**config.mk**
```make
export PLATFORM = sky130hd
export DESIGN_NAME = x86_prefix_decoder
export DESIGN_NICKNAME = d
export VERILOG_FILES = /design/src/rtl/xpd_pkg.sv /design/src/rtl/xpd_classify.sv /design/src/rtl/xpd_collect.sv /design/src/rtl/x86_prefix_decoder.sv
export SDC_FILE = /design/constraint.sdc
export NUM_CORES = 1
export LEC_CHECK = 0
export ABC_AREA = 1
export BUFFER_PORTS_ARGS = -buffer_cell sky130_fd_sc_hd__buf_4
export CORE_ASPECT_RATIO = 0.5
export CORE_UTILIZATION = 45
export CTS_CLUSTER_SIZE = 30
export DETAILED_ROUTE_END_ITERATION = 16
export PLACE_DENSITY = 0.74
export SYNTH_ARGS = -nofsm -noshare
export SYNTH_HDL_FRONTEND = slang
export SYNTH_SLANG_ARGS = --single-unit
```
**constraint.sdc**
```tcl
create_clock -name clock -period 5.3 [get_ports clock]
set_clock_uncertainty 0.1 [all_clocks]
set_input_delay 1.06 -clock clock [delete_from_list [all_inputs] [get_ports clock]]
set_output_delay 1.06 -clock clock [all_outputs]
set_load 0.01 [all_outputs]
```
**src/rtl/xpd_pkg.sv**
```systemverilog
// shared types and constants of the x86 prefix decoder
// no dependencies; imported by every rtl module of the block
package xpd_pkg;

   // prefix byte codes
   localparam logic [7:0] BYTE_OPSIZE   = 8'h66;
   localparam logic [7:0] BYTE_ADDRSIZE = 8'h67;
   localparam logic [7:0] BYTE_SEG_CS   = 8'h2E;
   localparam logic [7:0] BYTE_SEG_ES   = 8'h26;
   localparam logic [7:0] BYTE_SEG_SS   = 8'h36;
   localparam logic [7:0] BYTE_SEG_DS   = 8'h3E;
   localparam logic [7:0] BYTE_LOCK     = 8'hF0;
   localparam logic [7:0] BYTE_SEG_FS   = 8'h64;
   localparam logic [7:0] BYTE_SEG_GS   = 8'h65;

   // data segment codes
   localparam logic [1:0] SEG_DS = 2'd0;
   localparam logic [1:0] SEG_CS = 2'd1;
   localparam logic [1:0] SEG_ES = 2'd2;
   localparam logic [1:0] SEG_SS = 2'd3;

   // result status codes
   localparam logic STATUS_OK          = 1'b0;
   localparam logic STATUS_UNSUPPORTED = 1'b1;

   localparam logic [3:0] COUNT_MAX = 4'd15;

   // packed widths of the stream payloads
   localparam int REQ_DATA_W = 8;
   localparam int RSP_DATA_W = 24;

   // what one code byte means
   typedef enum logic [2:0] {
      KIND_OPSIZE,
      KIND_ADDRSIZE,
      KIND_SEGMENT,
      KIND_UNSUPPORTED,
      KIND_OPCODE
   } kind_type;

   typedef struct packed {
      kind_type   kind;
      logic [1:0] segment;
   } class_type;

   // one result item
   typedef struct packed {
      logic [7:0] opcode;
      logic       operand_size_override;
      logic       address_size_override;
      logic [1:0] data_segment;
      logic       segment_overridden;
      logic [3:0] prefix_count;
      logic       status;
   } result_type;

endpackage

```
**src/rtl/xpd_classify.sv**
```systemverilog
// byte classifier: sorts one code byte into prefix kinds or opcode
// depends on xpd_pkg
module xpd_classify (
   input  logic [7:0]         code_byte,
   output xpd_pkg::class_type cls
);
   import xpd_pkg::*;

   // decode the byte against the prefix table
   always_comb begin
      cls.segment = SEG_DS;
      case (code_byte)
         BYTE_OPSIZE:   cls.kind = KIND_OPSIZE;
         BYTE_ADDRSIZE: cls.kind = KIND_ADDRSIZE;
         BYTE_SEG_CS: begin
            cls.kind    = KIND_SEGMENT;
            cls.segment = SEG_CS;
         end
         BYTE_SEG_ES: begin
            cls.kind    = KIND_SEGMENT;
            cls.segment = SEG_ES;
         end
         BYTE_SEG_SS: begin
            cls.kind    = KIND_SEGMENT;
            cls.segment = SEG_SS;
         end
         BYTE_SEG_DS: begin
            cls.kind    = KIND_SEGMENT;
            cls.segment = SEG_DS;
         end
         BYTE_LOCK, BYTE_SEG_FS, BYTE_SEG_GS: cls.kind = KIND_UNSUPPORTED;
         default:       cls.kind = KIND_OPCODE;
      endcase
   end

endmodule

```
**src/rtl/xpd_collect.sv**
```systemverilog
// prefix state: gathers flags and count, forms the result of a closing byte
// depends on xpd_pkg
module xpd_collect (
   input  logic                clock,
   input  logic                reset,
   input  logic                advance,
   input  logic [7:0]          code_byte,
   input  xpd_pkg::class_type  cls,
   output xpd_pkg::result_type result,
   output logic                closes
);
   import xpd_pkg::*;

   logic       opsize_ff,   opsize_in;
   logic       addrsize_ff, addrsize_in;
   logic [1:0] segment_ff,  segment_in;
   logic       override_ff, override_in;
   logic [3:0] count_ff,    count_in;
   logic [3:0] count_bump;

   // an opcode or an unsupported prefix ends the run
   assign closes = (cls.kind == KIND_OPCODE) || (cls.kind == KIND_UNSUPPORTED);

   // result from the state gathered before this byte
   always_comb begin
      result.opcode                = (cls.kind == KIND_OPCODE) ? code_byte : 8'd0;
      result.operand_size_override = opsize_ff;
      result.address_size_override = addrsize_ff;
      result.data_segment          = segment_ff;
      result.segment_overridden    = override_ff;
      result.prefix_count          = count_ff;
      result.status                = (cls.kind == KIND_UNSUPPORTED) ?
                                     STATUS_UNSUPPORTED : STATUS_OK;
   end

   // saturating prefix count
   assign count_bump = (count_ff == COUNT_MAX) ? count_ff : count_ff + 4'd1;

   // next state
   always_comb begin
      opsize_in   = opsize_ff;
      addrsize_in = addrsize_ff;
      segment_in  = segment_ff;
      override_in = override_ff;
      count_in    = count_ff;
      if (advance) begin
         case (cls.kind)
            KIND_OPSIZE: begin
               opsize_in = 1'b1;
               count_in  = count_bump;
            end
            KIND_ADDRSIZE: begin
               addrsize_in = 1'b1;
               count_in    = count_bump;
            end
            KIND_SEGMENT: begin
               segment_in  = cls.segment;
               override_in = 1'b1;
               count_in    = count_bump;
            end
            default: begin
               opsize_in   = 1'b0;
               addrsize_in = 1'b0;
               segment_in  = SEG_DS;
               override_in = 1'b0;
               count_in    = 4'd0;
            end
         endcase
      end
   end

   always_ff @(posedge clock) begin
      if (reset) begin
         opsize_ff   <= 1'b0;
         addrsize_ff <= 1'b0;
         segment_ff  <= SEG_DS;
         override_ff <= 1'b0;
         count_ff    <= 4'd0;
      end else begin
         opsize_ff   <= opsize_in;
         addrsize_ff <= addrsize_in;
         segment_ff  <= segment_in;
         override_ff <= override_in;
         count_ff    <= count_in;
      end
   end

endmodule

```
**src/rtl/x86_prefix_decoder.sv**
```systemverilog
// x86 prefix decoder: takes one code byte per request and collects the
// operand-size, address-size and segment prefixes ahead of an opcode. A byte
// is latched into an input register, classified from there and folded into
// the prefix state, and a closing byte (an opcode, or an unsupported
// 0xF0/0x64/0x65 which returns status 1 and opcode zero) loads the result
// register. One byte per cycle is sustained unless a closing byte meets a
// full, stalled result register; a result passes through the input register
// and then the result register, and prefix bytes give no result. The input
// register and result register together hold two bytes when the result side
// stalls.
// depends on xpd_pkg, xpd_classify, xpd_collect
module x86_prefix_decoder (
   input  logic                              clock,
   input  logic                              reset,
   // request stream
   input  logic                              req_tvalid,
   output logic                              req_tready,
   input  logic [xpd_pkg::REQ_DATA_W-1:0]    req_tdata,  // [7:0] code_byte
   // result stream
   output logic                              rsp_tvalid,
   input  logic                              rsp_tready,
   // [7:0] opcode, [8] operand_size_override, [9] address_size_override,
   // [11:10] data_segment, [12] segment_overridden, [16:13] prefix_count
   output logic [xpd_pkg::RSP_DATA_W-1:0]    rsp_tdata,
   output logic                              rsp_tuser   // [0] status
);
   import xpd_pkg::*;

   logic       in_valid_ff, in_valid_in;
   logic [7:0] in_byte_ff;
   logic       out_valid_ff, out_valid_in;
   result_type out_rec_ff;
   class_type  cls;
   result_type result;
   logic       closes;
   logic       advance;
   logic       req_take;

   xpd_classify u_classify (
      .code_byte (in_byte_ff),
      .cls       (cls)
   );

   xpd_collect u_collect (
      .clock     (clock),
      .reset     (reset),
      .advance   (advance),
      .code_byte (in_byte_ff),
      .cls       (cls),
      .result    (result),
      .closes    (closes)
   );

   // a held byte moves on unless it closes a run into a full, stalled slot
   assign advance    = in_valid_ff && (!closes || !out_valid_ff || rsp_tready);
   assign req_tready = !in_valid_ff || advance;
   assign req_take   = req_tvalid && req_tready;

   assign in_valid_in  = req_take || (in_valid_ff && !advance);
   assign out_valid_in = (advance && closes) || (out_valid_ff && !rsp_tready);

   // input register and result register
   always_ff @(posedge clock) begin
      if (reset) begin
         in_valid_ff  <= 1'b0;
         out_valid_ff <= 1'b0;
      end else begin
         in_valid_ff  <= in_valid_in;
         out_valid_ff <= out_valid_in;
      end
      if (req_take) begin
         in_byte_ff <= req_tdata[7:0];
      end
      if (advance && closes) begin
         out_rec_ff <= result;
      end
   end

   // result packing
   assign rsp_tvalid = out_valid_ff;
   assign rsp_tuser  = out_rec_ff.status;
   assign rsp_tdata  = {7'd0,
                        out_rec_ff.prefix_count,
                        out_rec_ff.segment_overridden,
                        out_rec_ff.data_segment,
                        out_rec_ff.address_size_override,
                        out_rec_ff.operand_size_override,
                        out_rec_ff.opcode};

`ifndef NO_ASSERTIONS
   // a closing byte that moves on always shows up as a result next cycle
   a_close_loads: assert property (@(posedge clock) disable iff (reset)
      advance && closes |=> rsp_tvalid)
      else $error("closing byte did not produce a result");

   // an unsupported prefix never carries an opcode
   a_error_opcode: assert property (@(posedge clock) disable iff (reset)
      rsp_tvalid && (rsp_tuser == STATUS_UNSUPPORTED) |-> (rsp_tdata[7:0] == 8'd0))
      else $error("error result with nonzero opcode");

   // a closing byte that directly follows another one carries a zero prefix count
   a_clean_after: assert property (@(posedge clock) disable iff (reset)
      advance && closes |=> !(advance && closes) || (result.prefix_count == 4'd0))
      else $error("prefix state not cleared after a result");

   // an empty input register never backpressures the request side
   a_ready_empty: assert property (@(posedge clock) disable iff (reset)
      !in_valid_ff |-> req_tready)
      else $error("request stalled with empty input register");
`endif

endmodule
```
==> results.rst <==
.. list-table::
   :header-rows: 1

   * - Metric
     - Value
   * - Outcome
     - completed
   * - Highest metal used
     - met4
   * - Type of the most critical hold path
     - reg -> reg
   * - Diode count
     - 0
   * - Post-Route Setup TNS
     - 0 ns
   * - Initial antenna violation count
     - 0
   * - Worst setup path start
     - rsp_tready
   * - Peak supply drop
     - 0.140 mV
   * - First-pass GRT wire length
     - 4400 um
   * - Antenna Violating Nets Remaining
     - 0
   * - Initial standard-cell utilization of the core
     - 49.6%
   * - Number of storage elements in the synthesis netlist
     - 37
   * - Post-synthesis instance total
     - 147
   * - Number of detailed-routing iterations run before antenna repair
     - 4
   * - CTS tree
     - built
   * - R2r worst-path depth
     - 5
   * - Total number of placement rows
     - 14
   * - Setup crit start kind
     - input pin
   * - Total die area
     - 0.00373 mm2
   * - Worst-Skew Late Latency
     - 0.29 ns
   * - Period utilization
     - 53.8%
   * - Global-route usage over all layers
     - 16.4%
   * - Setup repair after global routing missed its margin
     - no
   * - Worst-path clk slew
     - 0.07 ns
   * - Weighted congestion at the end of routability-driven global placement
     - 0.855
   * - Nets
     - 196
   * - Clock tree buffer depth
     - 2
   * - Crit path capture type
     - primary output
   * - Post-cts sizing count
     - 0
   * - Crit path kind
     - in -> out
   * - P&R area growth vs syn
     - 22.4%
   * - Setup-violating endpoint count in the final report
     - 0
   * - Leakage
     - 0.000814 uW
   * - Avg WL per Cell
     - 12.3 um
   * - Number of distinct library cells after synthesis
     - 26
   * - Worst reg2reg path startpoint
     - in_byte_ff[6]
   * - Slowest cell delay on critical path
     - 0.21 ns
   * - Number of port buffers
     - 31
   * - Final hold vios
     - 0
   * - Worst Path Max Fanout
     - 4
   * - Family with the most delay on the worst path
     - simple AND/OR/NAND/NOR gates
   * - Clk root buf
     - sky130_fd_sc_hd__clkbuf_8
   * - Post-synthesis instance area
     - 0.00156 mm2
   * - Minimum clock period after layout
     - 2.85 ns
   * - Proportion of layout cells with a drive suffix above 1
     - 29.3%
   * - Via count of the first global-routing pass
     - 985
   * - Count of synthesis-stage warnings from yosys
     - 0
   * - Die extent in x
     - 85.3 um
   * - Slack of the worst reg-to-reg path
     - 3.11 ns
   * - Total congestion overflow
     - 0
   * - # Max-Cap Violations
     - 0
   * - Depth of the critical timing path with buffers and inverters included
     - 4
   * - R2r endpoint
     - in_byte_ff[7]
   * - Vertical die dimension
     - 43.7 um
   * - Critical-path top delay cell
     - sky130_fd_sc_hd__nor2_1
   * - Post-detailed-routing wire length
     - 2760 um
   * - Met2 routed wirelength
     - 1310 um
   * - Crit path to
     - req_tready
   * - Average footprint of a synthesized cell
     - 10.6 um2
   * - Met3 routed wirelength
     - 208 um
   * - Number of buffers inserted during clock tree synthesis
     - 5
   * - Iteration-0 DRC count of the detailed router
     - 48
   * - Wl on met1
     - 1170 um
   * - Data required, critical path
     - 4.14 ns
   * - Number of pins with negative max-slew slack in the final report
     - 0
   * - Maximum number of pins on one net before global-route repair
     - 20
   * - Peak clock frequency supported by timing
     - 350 MHz
   * - Remaining routing DRC violations
     - 0
   * - Post-CTS Setup Repair Bufs
     - 0
   * - Num Clock Sinks
     - 37
   * - Fraction of the yosys area taken by sequential cells
     - 64.1%
   * - Num ports
     - 39
   * - Design Power
     - 592 uW
   * - Actual transition at the worst max-transition pin
     - 0.798 ns
   * - Worst-case headroom to the max-slew limit
     - 46.6%
   * - Number of vias per cell after detailed routing
     - 4.94
   * - Signal arrival time at the worst endpoint
     - 1.69 ns
   * - Number of buffers inserted for hold repair after clock tree synthesis
     - 0
   * - Via count of the routed design
     - 1107
   * - CP Buf/Inv Count
     - 2
   * - Power density over the cells
     - 309 mW/mm2
   * - Sequence of cells on the critical path
     - buf_4 -> nor2_1 -> nand3_1 -> buf_4
   * - Max H-tree Level
     - 2
   * - Fill cell instance count of the final layout
     - 270
   * - Detailed placer's ending HPWL
     - 2010 um
   * - Core area
     - 0.00315 mm2
   * - Most numerous cell on the critical path
     - sky130_fd_sc_hd__buf_4
[sequential cells by signal, summed over array words and instances, names as in the netlist]
signal / count
u_collect.opsize_ff: 1
u_collect.addrsize_ff: 1
rsp_tvalid: 1
rsp_tuser: 1
in_valid_ff: 1
u_collect.segment_ff: 2
rsp_tdata: 17
u_collect.override_ff: 1
in_byte_ff: 8
u_collect.count_ff: 4
[area by class of cell]
class | count | area, um2 | area share (%)
Multi-Input combinational cell | 89 | 452 | 23.6
Sequential cell | 37 | 1000 | 52.3
Tap cell | 40 | 50.0 | 2.62
Inverter | 19 | 76.3 | 3.99
Clock buffer | 7 | 96.3 | 5.04
Timing Repair Buffer | 31 | 233 | 12.2
Clock inverter | 1 | 5.00 | 0.262
[through the flow]
stage	area, um2	hold WS [ns]	util, %	setup slack [ns]	cells
2_1_floorplan	1590	0.308	-	2.74	153
3_3_place_gp	1810	0.319	57.5	2.44	216
3_5_place_dp	1810	0.318	57.5	2.46	216
4_1_cts	1910	0.337	60.7	2.45	224
5_1_grt	1910	0.351	60.7	2.36	224
6_report	1910	0.334	60.7	2.45	224
[how the worst min path moves through the flow]
stage,from,to,slack [ns],cells after the start
6_report,u_collect.override_ff,rsp_tdata[12],0.33,0
5_1_grt,u_collect.segment_ff[1],rsp_tdata[11],0.35,0
4_1_cts,u_collect.override_ff,rsp_tdata[12],0.34,0
3_5_place_dp,u_collect.override_ff,rsp_tdata[12],0.32,0
3_3_place_gp,u_collect.override_ff,rsp_tdata[12],0.32,0
2_1_floorplan,u_collect.override_ff,rsp_tdata[12],0.31,0
[synthesized netlist by cell type]
cell | instances | share of area, %
sky130_fd_sc_hd__nor2_4 | 1 | 0.72
sky130_fd_sc_hd__xor2_1 | 1 | 0.56
sky130_fd_sc_hd__clkinv_4 | 1 | 0.56
sky130_fd_sc_hd__nand2_2 | 5 | 2.0
sky130_fd_sc_hd__nand4_2 | 1 | 0.80
sky130_fd_sc_hd__inv_2 | 3 | 0.72
sky130_fd_sc_hd__buf_1 | 1 | 0.24
sky130_fd_sc_hd__nand3_4 | 1 | 1.1
sky130_fd_sc_hd__nand2_1 | 21 | 5.0
sky130_fd_sc_hd__conb_1 | 1 | 0.24
sky130_fd_sc_hd__a31oi_1 | 1 | 0.40
sky130_fd_sc_hd__nor3_1 | 2 | 0.64
sky130_fd_sc_hd__inv_1 | 15 | 3.6
sky130_fd_sc_hd__edfxtp_1 | 26 | 50
sky130_fd_sc_hd__nand4_1 | 3 | 1.2
sky130_fd_sc_hd__a21oi_1 | 9 | 2.9
sky130_fd_sc_hd__nand2_4 | 2 | 1.4
sky130_fd_sc_hd__o21ai_0 | 1 | 0.32
sky130_fd_sc_hd__nand3b_1 | 1 | 0.48
sky130_fd_sc_hd__nor2_1 | 21 | 5.0
sky130_fd_sc_hd__dfxtp_1 | 11 | 14
sky130_fd_sc_hd__a21oi_2 | 1 | 0.56
sky130_fd_sc_hd__nand3_1 | 8 | 2.6
sky130_fd_sc_hd__o21ai_1 | 2 | 0.64
sky130_fd_sc_hd__ha_1 | 1 | 0.80
sky130_fd_sc_hd__buf_4 | 7 | 3.4
[kinds of logic (layout without fill, tap and decap cells)]
logic type / after synthesis / count (layout) / share of synthesized area (%)
AOI/OAI and AO/OA: 14 / 14 / 4.80
xor gates and xnor gates: 1 / 1 / 0.561
adders and majority gates: 1 / 1 / 0.801
buffers and inverters: 27 / 58 / 8.49
other: 1 / 7 / 0.240
DFF: 37 / 37 / 64.1
and+or+nand+nor: 66 / 66 / 21.1
[layout by cell type, fill, tap and decap left out]
cell	synthesis	final
sky130_fd_sc_hd__nor2_4	1	1
sky130_fd_sc_hd__nand4_1	3	3
sky130_fd_sc_hd__nand2_2	5	5
sky130_fd_sc_hd__inv_1	15	15
sky130_fd_sc_hd__nand2_4	2	2
sky130_fd_sc_hd__clkinv_4	1	1
sky130_fd_sc_hd__a21oi_2	1	1
sky130_fd_sc_hd__buf_4	7	31
sky130_fd_sc_hd__ha_1	1	1
sky130_fd_sc_hd__clkinv_2	0	1
sky130_fd_sc_hd__o21ai_0	1	1
sky130_fd_sc_hd__dfxtp_1	11	11
sky130_fd_sc_hd__conb_1	1	7
sky130_fd_sc_hd__xor2_1	1	1
sky130_fd_sc_hd__clkbuf_8	0	7
sky130_fd_sc_hd__nand3_1	8	8
sky130_fd_sc_hd__nor3_1	2	2
sky130_fd_sc_hd__inv_2	3	3
sky130_fd_sc_hd__nand3b_1	1	1
sky130_fd_sc_hd__a31oi_1	1	1
sky130_fd_sc_hd__edfxtp_1	26	26
sky130_fd_sc_hd__o21ai_1	2	2
sky130_fd_sc_hd__nand4_2	1	1
sky130_fd_sc_hd__nand3_4	1	1
sky130_fd_sc_hd__a21oi_1	9	9
sky130_fd_sc_hd__nor2_1	21	21
sky130_fd_sc_hd__nand2_1	21	21
[power by group]
group | switching (uW) | internal [uW]
Sequential | 6.41 | 323
Clock | 97.0 | 117
Combinational | 28.4 | 19.4
Total | 132 | 460
[per-layer routing]
metal / GRT usage [%] / vias up
met1: 20.0 / 501
met3: 5.14 / 7
li1: - / 548
met2: 26.0 / 51
met5: 0 / -
met4: 10.7 / 0
No activity file was read; power rests on OpenSTA's default activity.
